### src/rtl/scfe_pkg.sv
package scfe_pkg;

    // command codes on the op field
    typedef enum logic [2:0] {
        OP_SET_SPEED = 3'd0,
        OP_MOVE      = 3'd1,
        OP_ENABLE    = 3'd2,
        OP_READ_POS  = 3'd3,
        OP_READ_ENC  = 3'd4
    } op_t;

    // configuration register indexes
    localparam int unsigned CFG_INDEX_W = 4;
    typedef enum logic [CFG_INDEX_W-1:0] {
        CFG_DEVICE_ADDRESS = 4'd0,
        CFG_CLOSING_BYTE   = 4'd1
    } cfg_index_t;

    // register reset values
    localparam logic [7:0] DEVICE_ADDRESS_RESET = 8'h01;
    localparam logic [7:0] CLOSING_BYTE_RESET   = 8'h6B;

    // driver opcodes
    localparam logic [7:0] OPC_SPEED    = 8'hF6;
    localparam logic [7:0] OPC_MOVE     = 8'hFD;
    localparam logic [7:0] OPC_ENABLE   = 8'hF3;
    localparam logic [7:0] OPC_READ_POS = 8'h36;
    localparam logic [7:0] OPC_READ_ENC = 8'h30;

    // field widths
    localparam int unsigned SPEED_W = 13;
    localparam int unsigned PULSE_W = 24;
    localparam int unsigned COUNT_W = 4;   // up to nine bytes per request

    typedef logic [COUNT_W-1:0] count_t;

endpackage

### src/rtl/stepper_command_frame_encoder.sv
// Stepper command frame encoder.
// Input channel (s_*): one motor command per request. Result channel (m_*):
// one frame byte per request, with the serial link it belongs to, a flag on
// the closing byte of each frame and a flag on the final byte of the command.
// Configuration channel (cfg_*): writes the driver address (index 0) and the
// closing byte (index 1); always ready, other indexes are ignored.
// Timing: a command is held in an input register and, while the receiver
// takes bytes, one byte per cycle is formed from it into the output
// register. A command yields 6, 9, 8 or 6 bytes (speed, move, enable, read);
// its first byte enters the output register once the command is held.
// The next command is accepted in the cycle its last byte enters the output
// register, so bytes leave back to back with no gap. A command producing no
// bytes (speed beyond limit, unused op) frees the input register unsent.
// Reset clears both channels and loads the address 0x01 and closing 0x6B.
// When the receiver stalls the output register holds its byte, the byte
// sequencer waits and s_ready falls once the held command still has bytes.
module stepper_command_frame_encoder #(
    parameter int unsigned MAX_SPEED = 1279
) (
    input  logic                                   aclk,
    input  logic                                   aresetn,
    // command input
    input  logic                                   s_valid,
    output logic                                   s_ready,
    input  logic [2:0]                             s_op,
    input  logic signed [scfe_pkg::SPEED_W-1:0]    s_speed,
    input  logic [7:0]                             s_accel,
    input  logic [scfe_pkg::PULSE_W-1:0]           s_pulse_count,
    input  logic                                   s_wheel_select,
    input  logic                                   s_enable_flag,
    // frame byte output
    output logic                                   m_valid,
    input  logic                                   m_ready,
    output logic [7:0]                             m_tx_byte,
    output logic                                   m_channel,
    output logic                                   m_frame_end,
    output logic                                   m_last,
    // configuration writes
    input  logic                                   cfg_valid,
    output logic                                   cfg_ready,
    input  logic [scfe_pkg::CFG_INDEX_W-1:0]       cfg_index,
    input  logic [7:0]                             cfg_data
);

    // configuration registers
    logic [7:0] device_address_reg;
    logic [7:0] closing_byte_reg;

    // held command
    logic                              item_valid_reg;
    logic [2:0]                        item_op_reg;
    logic [scfe_pkg::SPEED_W-1:0]      item_speed_reg;
    logic [7:0]                        item_accel_reg;
    logic [scfe_pkg::PULSE_W-1:0]      item_pulse_reg;
    logic                              item_wheel_reg;
    logic                              item_flag_reg;
    scfe_pkg::count_t                  item_idx_reg;
    scfe_pkg::count_t                  item_idx_next;

    // output register
    logic       m_valid_reg;
    logic [7:0] m_tx_byte_reg;
    logic       m_channel_reg;
    logic       m_frame_end_reg;
    logic       m_last_reg;

    // decode
    logic                          neg;
    logic [scfe_pkg::SPEED_W-1:0]  mag;
    logic                          in_range;
    logic                          dir;
    logic                          ok;
    logic                          dual;
    logic [7:0]                    opcode;
    scfe_pkg::count_t              body_len;
    scfe_pkg::count_t              frame_len;
    scfe_pkg::count_t              total;
    logic                          second;
    scfe_pkg::count_t              pos;
    logic [7:0]                    body_byte;
    logic [7:0]                    byte_val;
    logic                          byte_chan;
    logic                          byte_fend;
    logic                          byte_last;
    logic                          out_free;
    logic                          advance;
    logic                          done;

    // speed magnitude and direction
    always_comb begin
        neg      = item_speed_reg[scfe_pkg::SPEED_W-1];
        mag      = neg ? (~item_speed_reg + {{(scfe_pkg::SPEED_W-1){1'b0}}, 1'b1})
                       : item_speed_reg;
        in_range = (mag <= scfe_pkg::SPEED_W'(MAX_SPEED));
        dir      = (neg == item_wheel_reg);
    end

    // command decode
    always_comb begin
        ok       = 1'b0;
        dual     = 1'b0;
        opcode   = scfe_pkg::OPC_SPEED;
        body_len = scfe_pkg::count_t'(1);
        case (scfe_pkg::op_t'(item_op_reg))
            scfe_pkg::OP_SET_SPEED: begin
                ok       = in_range;
                opcode   = scfe_pkg::OPC_SPEED;
                body_len = scfe_pkg::count_t'(4);
            end
            scfe_pkg::OP_MOVE: begin
                ok       = in_range;
                opcode   = scfe_pkg::OPC_MOVE;
                body_len = scfe_pkg::count_t'(7);
            end
            scfe_pkg::OP_ENABLE: begin
                ok       = 1'b1;
                dual     = 1'b1;
                opcode   = scfe_pkg::OPC_ENABLE;
                body_len = scfe_pkg::count_t'(2);
            end
            scfe_pkg::OP_READ_POS: begin
                ok       = 1'b1;
                dual     = 1'b1;
                opcode   = scfe_pkg::OPC_READ_POS;
            end
            scfe_pkg::OP_READ_ENC: begin
                ok       = 1'b1;
                dual     = 1'b1;
                opcode   = scfe_pkg::OPC_READ_ENC;
            end
            default: begin
                ok       = 1'b0;
            end
        endcase
        frame_len = body_len + scfe_pkg::count_t'(2);
        total     = dual ? (frame_len << 1) : frame_len;
    end

    // byte at the current index
    always_comb begin
        second = dual && (item_idx_reg >= frame_len);
        pos    = second ? (item_idx_reg - frame_len) : item_idx_reg;
        case (pos)
            scfe_pkg::count_t'(1): body_byte = opcode;
            scfe_pkg::count_t'(2): body_byte =
                (scfe_pkg::op_t'(item_op_reg) == scfe_pkg::OP_ENABLE)
                    ? {7'd0, item_flag_reg} : {3'd0, dir, mag[11:8]};
            scfe_pkg::count_t'(3): body_byte = mag[7:0];
            scfe_pkg::count_t'(4): body_byte = item_accel_reg;
            scfe_pkg::count_t'(5): body_byte = item_pulse_reg[23:16];
            scfe_pkg::count_t'(6): body_byte = item_pulse_reg[15:8];
            scfe_pkg::count_t'(7): body_byte = item_pulse_reg[7:0];
            default:               body_byte = 8'd0;
        endcase
        byte_fend = (pos == frame_len - scfe_pkg::count_t'(1));
        if (pos == '0) begin
            byte_val = device_address_reg;
        end else if (byte_fend) begin
            byte_val = closing_byte_reg;
        end else begin
            byte_val = body_byte;
        end
        byte_chan = dual ? second : item_wheel_reg;
        byte_last = (item_idx_reg == total - scfe_pkg::count_t'(1));
    end

    // handshake control
    assign out_free      = !m_valid_reg || m_ready;
    assign advance       = item_valid_reg && ok && out_free;
    assign done          = item_valid_reg && (!ok || (out_free && byte_last));
    assign s_ready       = !item_valid_reg || done;
    assign cfg_ready     = 1'b1;
    assign item_idx_next = item_idx_reg + scfe_pkg::count_t'(1);

    // configuration registers
    always_ff @(posedge aclk) begin
        if (!aresetn) begin
            device_address_reg <= scfe_pkg::DEVICE_ADDRESS_RESET;
            closing_byte_reg   <= scfe_pkg::CLOSING_BYTE_RESET;
        end else if (cfg_valid && cfg_ready) begin
            case (scfe_pkg::cfg_index_t'(cfg_index))
                scfe_pkg::CFG_DEVICE_ADDRESS: device_address_reg <= cfg_data;
                scfe_pkg::CFG_CLOSING_BYTE:   closing_byte_reg   <= cfg_data;
                default: ;
            endcase
        end
    end

    // command register and byte index
    always_ff @(posedge aclk) begin
        if (!aresetn) begin
            item_valid_reg <= 1'b0;
            item_idx_reg   <= '0;
        end else if (s_valid && s_ready) begin
            item_valid_reg <= 1'b1;
            item_idx_reg   <= '0;
        end else if (done) begin
            item_valid_reg <= 1'b0;
        end else if (advance) begin
            item_idx_reg   <= item_idx_next;
        end
    end

    // command payload
    always_ff @(posedge aclk) begin
        if (s_valid && s_ready) begin
            item_op_reg    <= s_op;
            item_speed_reg <= s_speed;
            item_accel_reg <= s_accel;
            item_pulse_reg <= s_pulse_count;
            item_wheel_reg <= s_wheel_select;
            item_flag_reg  <= s_enable_flag;
        end
    end

    // output register
    always_ff @(posedge aclk) begin
        if (!aresetn) begin
            m_valid_reg <= 1'b0;
        end else if (advance) begin
            m_valid_reg <= 1'b1;
        end else if (m_ready) begin
            m_valid_reg <= 1'b0;
        end
    end

    always_ff @(posedge aclk) begin
        if (advance) begin
            m_tx_byte_reg   <= byte_val;
            m_channel_reg   <= byte_chan;
            m_frame_end_reg <= byte_fend;
            m_last_reg      <= byte_last;
        end
    end

    assign m_valid     = m_valid_reg;
    assign m_tx_byte   = m_tx_byte_reg;
    assign m_channel   = m_channel_reg;
    assign m_frame_end = m_frame_end_reg;
    assign m_last      = m_last_reg;

    // byte index stays inside the command's frame bytes
    a_idx_range: assert property (@(posedge aclk) disable iff (!aresetn)
        (item_valid_reg && ok) |-> (item_idx_reg < total))
        else $error("byte index beyond command length");

    // the final byte of a command frees the input register in the same cycle
    a_last_frees: assert property (@(posedge aclk) disable iff (!aresetn)
        (advance && byte_last) |-> s_ready)
        else $error("input not ready after final byte");

    // a closing byte carries the configured closing value
    a_close_value: assert property (@(posedge aclk) disable iff (!aresetn)
        (advance && byte_fend) |=> (m_frame_end && m_tx_byte == closing_byte_reg))
        else $error("closing byte mismatch");

endmodule

### config.mk
export PLATFORM = sky130hd
export DESIGN_NAME = stepper_command_frame_encoder
export DESIGN_NICKNAME = d
export VERILOG_FILES = /design/src/rtl/scfe_pkg.sv /design/src/rtl/stepper_command_frame_encoder.sv
export SDC_FILE = /design/constraint.sdc
export NUM_CORES = 1
export LEC_CHECK = 0
export BUFFER_PORTS_ARGS = -buffer_cell sky130_fd_sc_hd__buf_4
export CORE_ASPECT_RATIO = 0.75
export CORE_MARGIN = 8
export CORE_UTILIZATION = 45
export CTS_BUF_LIST = sky130_fd_sc_hd__clkbuf_16
export CTS_CLUSTER_DIAMETER = 50
export DETAILED_ROUTE_END_ITERATION = 12
export HOLD_SLACK_MARGIN = 0.06
export PLACE_DENSITY = 0.79
export SLEW_MARGIN = 20
export SYNTH_ARGS = -nofsm -noshare
export SYNTH_HDL_FRONTEND = slang
export SYNTH_SLANG_ARGS = --single-unit
### constraint.sdc
create_clock -name aclk -period 3.9 [get_ports aclk]
set_input_delay 0.39 -clock aclk [delete_from_list [all_inputs] [get_ports aclk]]
set_output_delay 0.39 -clock aclk [all_outputs]
set_load 0.02 [all_outputs]
==> run metrics, run 1 <==
fin util 0.612; Post-Route WL 10900 µm; via count 3235; fin area 5510 µm²; gr ovfl total 0; Top FF cell, synth edfxtp_1; Startpoint Class flop; Max transition margin 0.502; ANT cells 0; worst reg2reg path endpoint m_tx_byte[3]; insertion delay to the later sink of the worst-skew pair 0.34 ns; R2R cell count 13; worst hold endpoint item_pulse_reg[19]; synthesized instance count 358; Seq/Total Area, Yosys 0.546; maximum clock frequency 0.269 GHz; post-cts hold buffer count 0; asr flop ratio synth 0; status completed; Worst R2R Setup Slack 0.18 ns; DPL Wire Length 8060 µm; final worst setup slack 0.183 ns; share of cells above drive strength 1 0.330; Core Area 9010 µm²; Ports 81; Vias/cell 5.57; Min Hold Slack 0.224 ns; Hold WC Path Type in -> reg; leakage power total 2.25 nW; cell taking the most area after synthesis edfxtp_1; synth top area cells edfxtp_1, dfxtp_1, mux2i_1, xnor2_1, nor2b_1; min Tclk post-route 3.72 ns; Max-Cap Viols 0; die height 99.3 µm; gr usage total 0.177; drt initial violations 275; Synth Area in Compound Gates 0.121; Num CTS Buffers 9; WP data required 3.99 ns; register bit total from synthesis 83; global-route wire length before repair 17500 µm; clock net sink count 83; vias in the first global route 3296; CTS root buf clkbuf_16; adder-cell share of the synthesized area 0.0259; Slew Viols, Final 0; Pwr Density 410 nW/µm²; drt first pass iters 6; area of placed instances 5070 µm²; Syn Area/Cell 11.6 µm²; worst setup path category reg -> reg; Hold Crit Depth 1; post-route setup TNS 0 ns; port bufs 79; initial core utilization 0.462; Avg WL per Cell 18.8 µm; synthesized area 4160 µm²; Final Hold Fails 0; fin nets 539; crit share post-route 0.953; pre-CTS WS -0.0812 ns; r2r startpoint item_op_reg[2]; IR drop worst, VDD 0.000364 V; post-synth net total 433; Post-route DRC 0; area grow syn2layout 32.5%; placed insts 564; Netlist cell types 62; antenna violations before repair 0; Post-synth EDFFs 61; GPL Wtd Cong 0.869; DIE AREA 12600 µm²; XOR/XNOR Fraction of Synth Area 0.0484; Final Non-Filler Cells 581; hold path startpoint s_pulse_count[19]; top cell type's share of synthesized area 0.440; RSZ-0062 raised after global routing no; chip width 127 µm; post-synthesis mux area share 0.0644; final clock skew 0.00892 ns; Simple-Gate Fraction of Synth Area 0.168; Max clock buf depth 2; largest net degree at the start of global routing 51; Tot Pwr 2.26 mW; Slew @ Worst Pin 0.739 ns; antenna violation net count after detailed routing 0; largest family of logic cells by synthesized area simple AND/OR/NAND/NOR gates; H-tree levels 3; Final setup violation count 0; crit path max fanout 12; CP endpoint kind flop; Critical Path AT 3.81 ns; CTS tree built; Clock transition at path regs 0.07 ns; Largest register FFs 24; row cnt 30; CP Launch Point item_op_reg[2]; Synthesis Warnings 0
-- cell usage after synthesis, drive strengths merged, types with 3 or more instances --
cell type / n
a222oi: 9
nor4: 6
nor2: 20
edfxtp: 61
o31ai: 3
nor3: 8
nand2b: 6
mux2: 3
inv: 15
ha: 7
nand4: 3
or2: 4
a21oi: 6
and3: 5
a221o: 8
nor2b: 19
clkbuf: 9
mux2i: 23
o21ai: 16
nand3: 7
xnor2: 17
nand2: 32
a22oi: 3
a32oi: 3
xor2: 6
dfxtp: 22
-- cell type report --
| cell class | count | area, µm² |
|---|---|---|
| clock buffer | 9 | 225 |
| clock inverter | 7 | 100 |
| fill | 713 | 3500 |
| inverter | 16 | 60.1 |
| multi-input combinational | 248 | 1920 |
| sequential | 83 | 2270 |
| tap | 112 | 140 |
| timing repair buffer | 106 | 800 |
-- how the worst max path moves through the flow --
stage	to	slack, ns	cells past startpoint
floorplan	m_tx_byte[4]	0.05	15
global route	m_tx_byte[1]	0.002	16
global placement	m_tx_byte[4]	0.04	16
CTS	m_tx_byte[1]	0.05	16
finish	m_tx_byte[3]	0.18	13
detailed placement	m_tx_byte[3]	-0.08	16
-- metal layers --
layer  up-vias  global-route usage  part of all wire
met5         -                   0                 0
met2       138               0.274              0.46
met1      1514               0.231              0.46
met3        17              0.0572             0.068
li1       1566                   -                 -
met4         0              0.0520             0.015
-- where the power goes --
| part | leakage, nW | switching, mW | internal [mW] | total, mW |
|---|---|---|---|---|
| Clock | 0.160 | 0.366 | 0.568 | 0.933 |
| Combinational | 1.32 | 0.157 | 0.142 | 0.299 |
| Sequential | 0.768 | 0.0275 | 1.00 | 1.03 |
-- repair_timing --
| item | CTS | global route |
|---|---|---|
| buffers inserted | 0 | 1 |
| pin swaps | 0 | 5 |
| setup endpoints to repair | 4 | 8 |
| resized for setup | 2 | 17 |
-- critical path, cell delays in order (launching register included) --
cell,delay [ns]
edfxtp_1,0.40
buf_4,0.18
or2_2,0.32
ha_1,0.22
fa_1,0.49
a31oi_2,0.28
o21ai_4,0.13
buf_6,0.17
nand4_1,0.11
o41ai_2,0.16
buf_4,0.18
a222oi_1,0.32
nand4_1,0.16
a221o_1,0.34
-- cell usage in the layout (no fill, tap or decap), drive strengths merged, types with 3 or more instances in the layout --
cell type  count
mux2i         23
a32oi          3
mux2           3
ha             7
a221o          8
clkbuf         9
o31ai          3
nor4           6
a22oi          3
xor2           6
nand2b         6
dfxtp         22
a222oi         9
or2            4
xnor2         17
inv           19
buf          106
nand4          3
and3           5
nor3           8
nor2          20
nor2b         19
nand2         32
o21ai         16
a21oi          6
edfxtp        61
nand3          7
-- cell families after synthesis --
family | after synthesis
multiplexers | 26
buffers and inverters | 27
AO/OA/AOI/OAI | 66
flip-flops | 83
other | 1
AND/OR/NAND/NOR | 124
adder cells (fa/ha/maj) | 8
XOR/XNOR | 23
Power figures use the tool's default switching activity.
==> inputs of run 2 (changes only) <==
Settings changed: ABC_AREA from default to 1, PLACE_DENSITY 0.79 to 0.78.
==> run metrics, run 2 <==
share of cells above drive strength 1 0.218 (-0.113); via count 3591 (+11%); CTS root buf clkbuf_16; Synthesis Warnings 0 (unchanged); Startpoint Class flop; drt first pass iters 5 (-1); Max-Cap Viols 0 (unchanged); Syn Area/Cell 8.93 µm² (-23%); die height 101 µm (+2.0%); initial core utilization 0.457 (-0.00508); min Tclk post-route 3.56 ns (-0.153 ns); top-count cell post-synth nand2_1; IR drop worst, VDD 0.000287 V (-21%); Avg WL per Cell 15.0 µm (-20%); synthesized area 4360 µm² (+4.8%); CP most frequent cell nand2_1; Post-synth top cells nand2_1, nand3_1, edfxtp_1, nor2_1, inv_1; Post-synth EDFFs 61 (unchanged); Vias/cell 5.09 (-8.6%); sequential power share 0.451 (-0.004); post-cts hold buffer count 0 (unchanged); crit path max fanout 12 (unchanged); placed insts 689 (+22%); Final setup violation count 0 (unchanged); gr ovfl total 0 (unchanged); maximum clock frequency 0.281 GHz (+4.3%); antenna violation net count after detailed routing 0 (unchanged); Hold WC Path Type in -> reg; cell taking the most area after synthesis edfxtp_1; asr flop ratio synth 0 (unchanged); grt met3 use 0.0426 (-0.0146); Core Area 9540 µm² (+5.9%); Slew @ Worst Pin 1.04 ns (+0.299 ns); gr usage total 0.167 (-0.0101); H-tree levels 3 (unchanged); row cnt 31 (+3.3%); vias in the first global route 3610 (+9.5%); # fillers 859 (+20%); Final Hold Fails 0 (unchanged); DPL Wire Length 7950 µm (-1.3%); DIE AREA 13100 µm² (+4.1%); Final Non-Filler Cells 706 (+22%); Post-Route WL 10600 µm (-3.0%); port bufs 79 (unchanged); largest net degree at the start of global routing 51 (unchanged); ANT cells 0 (unchanged); drt initial violations 309 (+12%); post-synth net total 563 (+30%); grt met2 use 0.273 (-0.00102); GPL Wtd Cong 0.919 (+5.7%); CTS tree built; commonest non-fill, non-tap cell in the layout nand2_1; global-route wire length before repair 17300 µm (-1.0%); RSZ-0062 raised after global routing no; synth top area cells edfxtp_1, nand2_1, dfxtp_1, nand3_1, nor2_1; post-route setup TNS 0 ns (unchanged); Slew Viols, Final 0 (unchanged); post-CTS setup buffer count 0 (unchanged); final clock skew 0.00770 ns (-0.00121 ns); Ports 81 (unchanged); clock net sink count 83 (unchanged); Pwr Density 431 nW/µm² (+5.1%); P_int 1.72 mW (+0.37%); area grow syn2layout 23.4%; crit-path leading delay family simple AND/OR/NAND/NOR gates; most frequent cells in the layout nand2_1, buf_4, nand3_1, edfxtp_1, nor2_1; register bit total from synthesis 83 (unchanged); Tot Pwr 2.32 mW (+2.5%); leakage power total 2.40 nW (+6.5%); status completed; final worst setup slack 0.336 ns (+0.153 ns); Gates resized, CTS repair 0 (-2); CP Cell Sequence inv_1 -> nand2_1 -> nor2_1 -> inv_1 -> nand2_1 -> ha_1 -> inv_1 -> ha_1 -> nand3b_1 -> nand3_1 -> nand2_4 -> o21ai_2 -> nor2_2 -> nand3_1 -> nand2_1 -> nor2_1 -> nand2_1 -> nand2_1 -> nand3_1; Num CTS Buffers 9 (unchanged); Top FF cell, synth edfxtp_1; met1 usage 0.219 (-0.0121); Largest register FFs 24 (unchanged); Max transition margin 0.302 (-0.200); Worst path slowest cell edfxtp_1; antenna violations before repair 0 (unchanged); synthesized instance count 488 (+36%); top cell type's share of synthesized area 0.420 (-0.0200); Comb power frac 0.152 (+0.020); Seq/Total Area, Yosys 0.521 (-0.0248); crit share post-route 0.914 (-0.0393); Critical Path AT 3.64 ns (-0.17 ns); CP endpoint kind flop; crit path buf inv count 3 (unchanged); Max clock buf depth 2 (unchanged); worst setup path category reg -> reg; Post-route DRC 0 (unchanged); Clock power frac 0.397 (-0.016); fin area 5380 µm² (-2.5%); fin nets 644 (+19%); Netlist cell types 37 (-40%); switching part of the total 0.259 (+0.0159); switching pwr 0.601 mW (+9.3%); insertion delay to the later sink of the worst-skew pair 0.33 ns (about the same); pre-CTS WS 0.268 ns (+0.350 ns); crit-path max cell delay 0.44 ns (-0.05 ns); WP data required 3.98 ns (about the same); Clock transition at path regs 0.07 ns (about the same); Most Crowded Layer GR met2; area of placed instances 5030 µm² (-0.74%); chip width 130 µm (+2.1%)
-- run 2: path summary, 6_finish.rpt --
path                              end  slack (ns)                 from  depth (start not counted)
setup / recovery         m_tx_byte[7]        0.34       item_op_reg[2]                         19
hold / removal      item_speed_reg[8]        0.23           s_speed[8]                          1
hold reg to reg   closing_byte_reg[2]        0.47  closing_byte_reg[2]                          2
setup reg to reg         m_tx_byte[7]        0.34       item_op_reg[2]                         19
-- run 2: cell families (layout without fill, tap and decap cells) --
logic type | count (synthesis) | count (layout) | synth area share
other | 1 | 1 | 0.000861
flip-flops | 83 | 83 | 0.521
adder cells (fa/ha/maj) | 8 | 8 | 0.0247
XOR/XNOR | 18 | 18 | 0.0405
AO/OA/AOI/OAI | 33 | 33 | 0.0434
AND/OR/NAND/NOR | 294 | 295 | 0.312
buffers and inverters | 51 | 136 | 0.0568
-- run 2: per-layer routing --
metal,vias up,part of all wire
met5,-,0
met3,14,0.074
li1,1793,-
met4,0,0.0091
met1,1646,0.45
met2,138,0.46
-- run 2: metrics by stage --
stage | hold slack (ns) | util
after floorplan | 0.429 | -
after global placement | 0.455 | 0.527
after detailed placement | 0.457 | 0.527
after CTS | 0.221 | 0.561
after global routing | 0.220 | 0.563
final | 0.230 | 0.563
-- run 2: final cells by class --
cell class | count | area, µm² | share of cell area
clock buffers | 9 | 225 | 0.0419
clock inverters | 7 | 100 | 0.0186
inverters | 39 | 146 | 0.0272
multi-input cells | 355 | 1860 | 0.346
flip-flops and latches | 83 | 2270 | 0.423
well taps | 132 | 165 | 0.0307
repair buffers | 81 | 608 | 0.113
-- run 2: power by group through the flow --
stage | Combinational (mW) | Clock [mW] | Sequential [mW]
2_1_floorplan | 0.217 | 0 | 1.07
3_3_place_gp | 0.340 | 0 | 1.06
3_5_place_dp | 0.346 | 0 | 1.06
4_1_cts | 0.349 | 0.937 | 1.05
5_1_grt | 0.389 | 0.967 | 1.05
6_report | 0.352 | 0.921 | 1.05
==> inputs of run 3 (changes only) <==
Settings changed: MAX_ROUTING_LAYER from default to met4.
==> run metrics, run 3 (synthesis gave the netlist of run 2 again) <==
Hold Crit Depth 1 (unchanged); worst hold endpoint item_accel_reg[0]; CP endpoint kind flop; crit path max fanout 16 (+4); worst setup path category reg -> reg; Final setup violation count 0 (unchanged); Vias/cell 5.18 (+1.8%); largest net degree at the start of global routing 33 (-35%); DPL Wire Length 8160 µm (+2.6%); r2r startpoint item_op_reg[2]; Ports 81 (unchanged); placed insts 689 (unchanged); Min Hold Slack 0.221 ns (-0.00938 ns); global-route wire length before repair 17100 µm (-1.3%); CTS tree built; DIE AREA 13100 µm² (unchanged); Avg WL per Cell 15.3 µm (+1.6%); area of placed instances 5040 µm² (+0.25%); Comb power frac 0.158 (+0.006); Clock transition at path regs 0.07 ns (about the same); row cnt 31 (unchanged); share of cells above drive strength 1 0.220 (+0.00174); port bufs 79 (unchanged); drt first pass iters 5 (unchanged); Final Hold Fails 0 (unchanged); met3 wire len 788 µm (+0.38%); fin util 0.560 (-0.00341); crit share post-route 0.953 (+0.0392); Critical Path AT 3.92 ns (+0.28 ns); worst reg2reg path endpoint m_tx_byte[7]; chip width 130 µm (unchanged); Largest register FFs 24 (unchanged); maximum clock frequency 0.269 GHz (-4.1%); CTS root buf clkbuf_16; ANT cells 0 (unchanged); via count 3655 (+1.8%); GPL Wtd Cong 0.891 (-3.0%); DR WL met2 4980 µm (+1.6%); H-tree levels 3 (unchanged); Max clock buf depth 2 (unchanged); gr usage total 0.172 (+0.00570); commonest non-fill, non-tap cell in the layout nand2_1; initial core utilization 0.457 (unchanged); Startpoint Class flop; Num CTS Buffers 9 (unchanged); fin area 5340 µm² (-0.61%); vias in the first global route 3539 (-2.0%); multi-input logic area 1850 µm² (-0.54%); pre-CTS WS 0.280 ns (+0.0117 ns); antenna violations before repair 0 (unchanged); drt initial violations 432 (+40%); RSZ-0062 raised after global routing no; post-cts hold buffer count 0 (unchanged); most frequent cells in the layout nand2_1, buf_4, nand3_1, edfxtp_1, nor2_1; leakage power total 2.39 nW (-0.42%); post-route setup TNS 0 ns (unchanged); insertion delay to the later sink of the worst-skew pair 0.34 ns (about the same); Pwr Density 418 nW/µm² (-3.2%); Slew @ Worst Pin 0.921 ns (-0.117 ns); # fillers 855 (-0.47%); antenna violation net count after detailed routing 0 (unchanged); WP data required 4.11 ns (+0.13 ns); IR drop worst, VDD 0.000299 V (+4.0%); Max transition margin 0.381 (+0.0788); final worst setup slack 0.183 ns (-0.153 ns); final clock skew 0.00561 ns (-0.00210 ns); Seq. cell area 2270 µm² (unchanged); Hold WC Path Type in -> reg; gr ovfl total 0 (unchanged); Worst R2R Setup Slack 0.18 ns (-0.15 ns); clock net sink count 83 (unchanged); area grow syn2layout 22.6%; P_int 1.60 mW (-6.8%); sequential power share 0.469 (+0.018); switching pwr 0.630 mW (+4.8%); Post-Route WL 10800 µm (+1.6%); highest metal used met4; die height 101 µm (unchanged); min Tclk post-route 3.72 ns (+0.153 ns); Slew Viols, Final 0 (unchanged); status completed; Final Non-Filler Cells 706 (unchanged); Clock power frac 0.373 (-0.024); switching part of the total 0.282 (+0.0232); WL met1 4860 µm (+0.96%); Core Area 9540 µm² (unchanged); Tot Pwr 2.23 mW (-3.8%); fin nets 644 (unchanged); R2R cell count 21 (+2); Max-Cap Viols 0 (unchanged); Post-route DRC 0 (unchanged); hold path startpoint s_accel[0]
[run 3: layout make-up]
type,instances,share of cell area
clock buffers,9,0.0421
clock inverters,7,0.0122
inverters,39,0.0274
multi-input cells,355,0.346
flip-flops and latches,83,0.425
well taps,132,0.0309
repair buffers,81,0.116
[run 3: metal layers]
metal,up-vias,GRT usage
met5,-,-
li1,1784,-
met4,0,0.0480
met3,15,0.0342
met2,173,0.276
met1,1683,0.219
[run 3: worst max-delay path by stage]
stage / endpoint / slack, ns / from / cells after the start
after floorplan: item_accel_reg[0] / 0.49 / item_op_reg[2] / 14
after global placement: m_tx_byte[2] / 0.46 / item_op_reg[2] / 21
after detailed placement: m_tx_byte[2] / 0.28 / item_op_reg[2] / 21
after CTS: m_tx_byte[2] / 0.24 / item_op_reg[2] / 21
after global routing: m_tx_byte[3] / 0.05 / item_op_reg[2] / 20
final: m_tx_byte[7] / 0.18 / item_op_reg[2] / 21
[run 3: repair_timing]
action                                  in CTS  in global routing
gates resized for setup                      0                  1
endpoints found under the setup margin       0                  3
buffers inserted                             0                  0
[run 3: power by group through the flow]
stage,clock (mW),sequential (mW),combinational (mW)
global placement,0,1.06,0.343
floorplan,0,1.07,0.217
detailed placement,0,1.07,0.350
CTS,0.842,1.05,0.352
finish,0.832,1.05,0.354
global route,0.877,1.05,0.391
[run 3: critical path, cell delays in order, from the launching register on]
cell and delay, ns:
edfxtp_1 0.44, inv_1 0.14, nand2_1 0.10, nor2_1 0.12, inv_1 0.14, nand2_1 0.19
ha_1 0.26, inv_1 0.12, ha_1 0.31, nand3b_1 0.12, nand3_1 0.12, nand2_4 0.18
inv_2 0.08, nand2_2 0.12, nand2_8 0.10, nor2_2 0.51, nand3_1 0.15, nand2_1 0.10
nor2_1 0.06, nand2_1 0.09, nand2_1 0.08, nand3_1 0.07
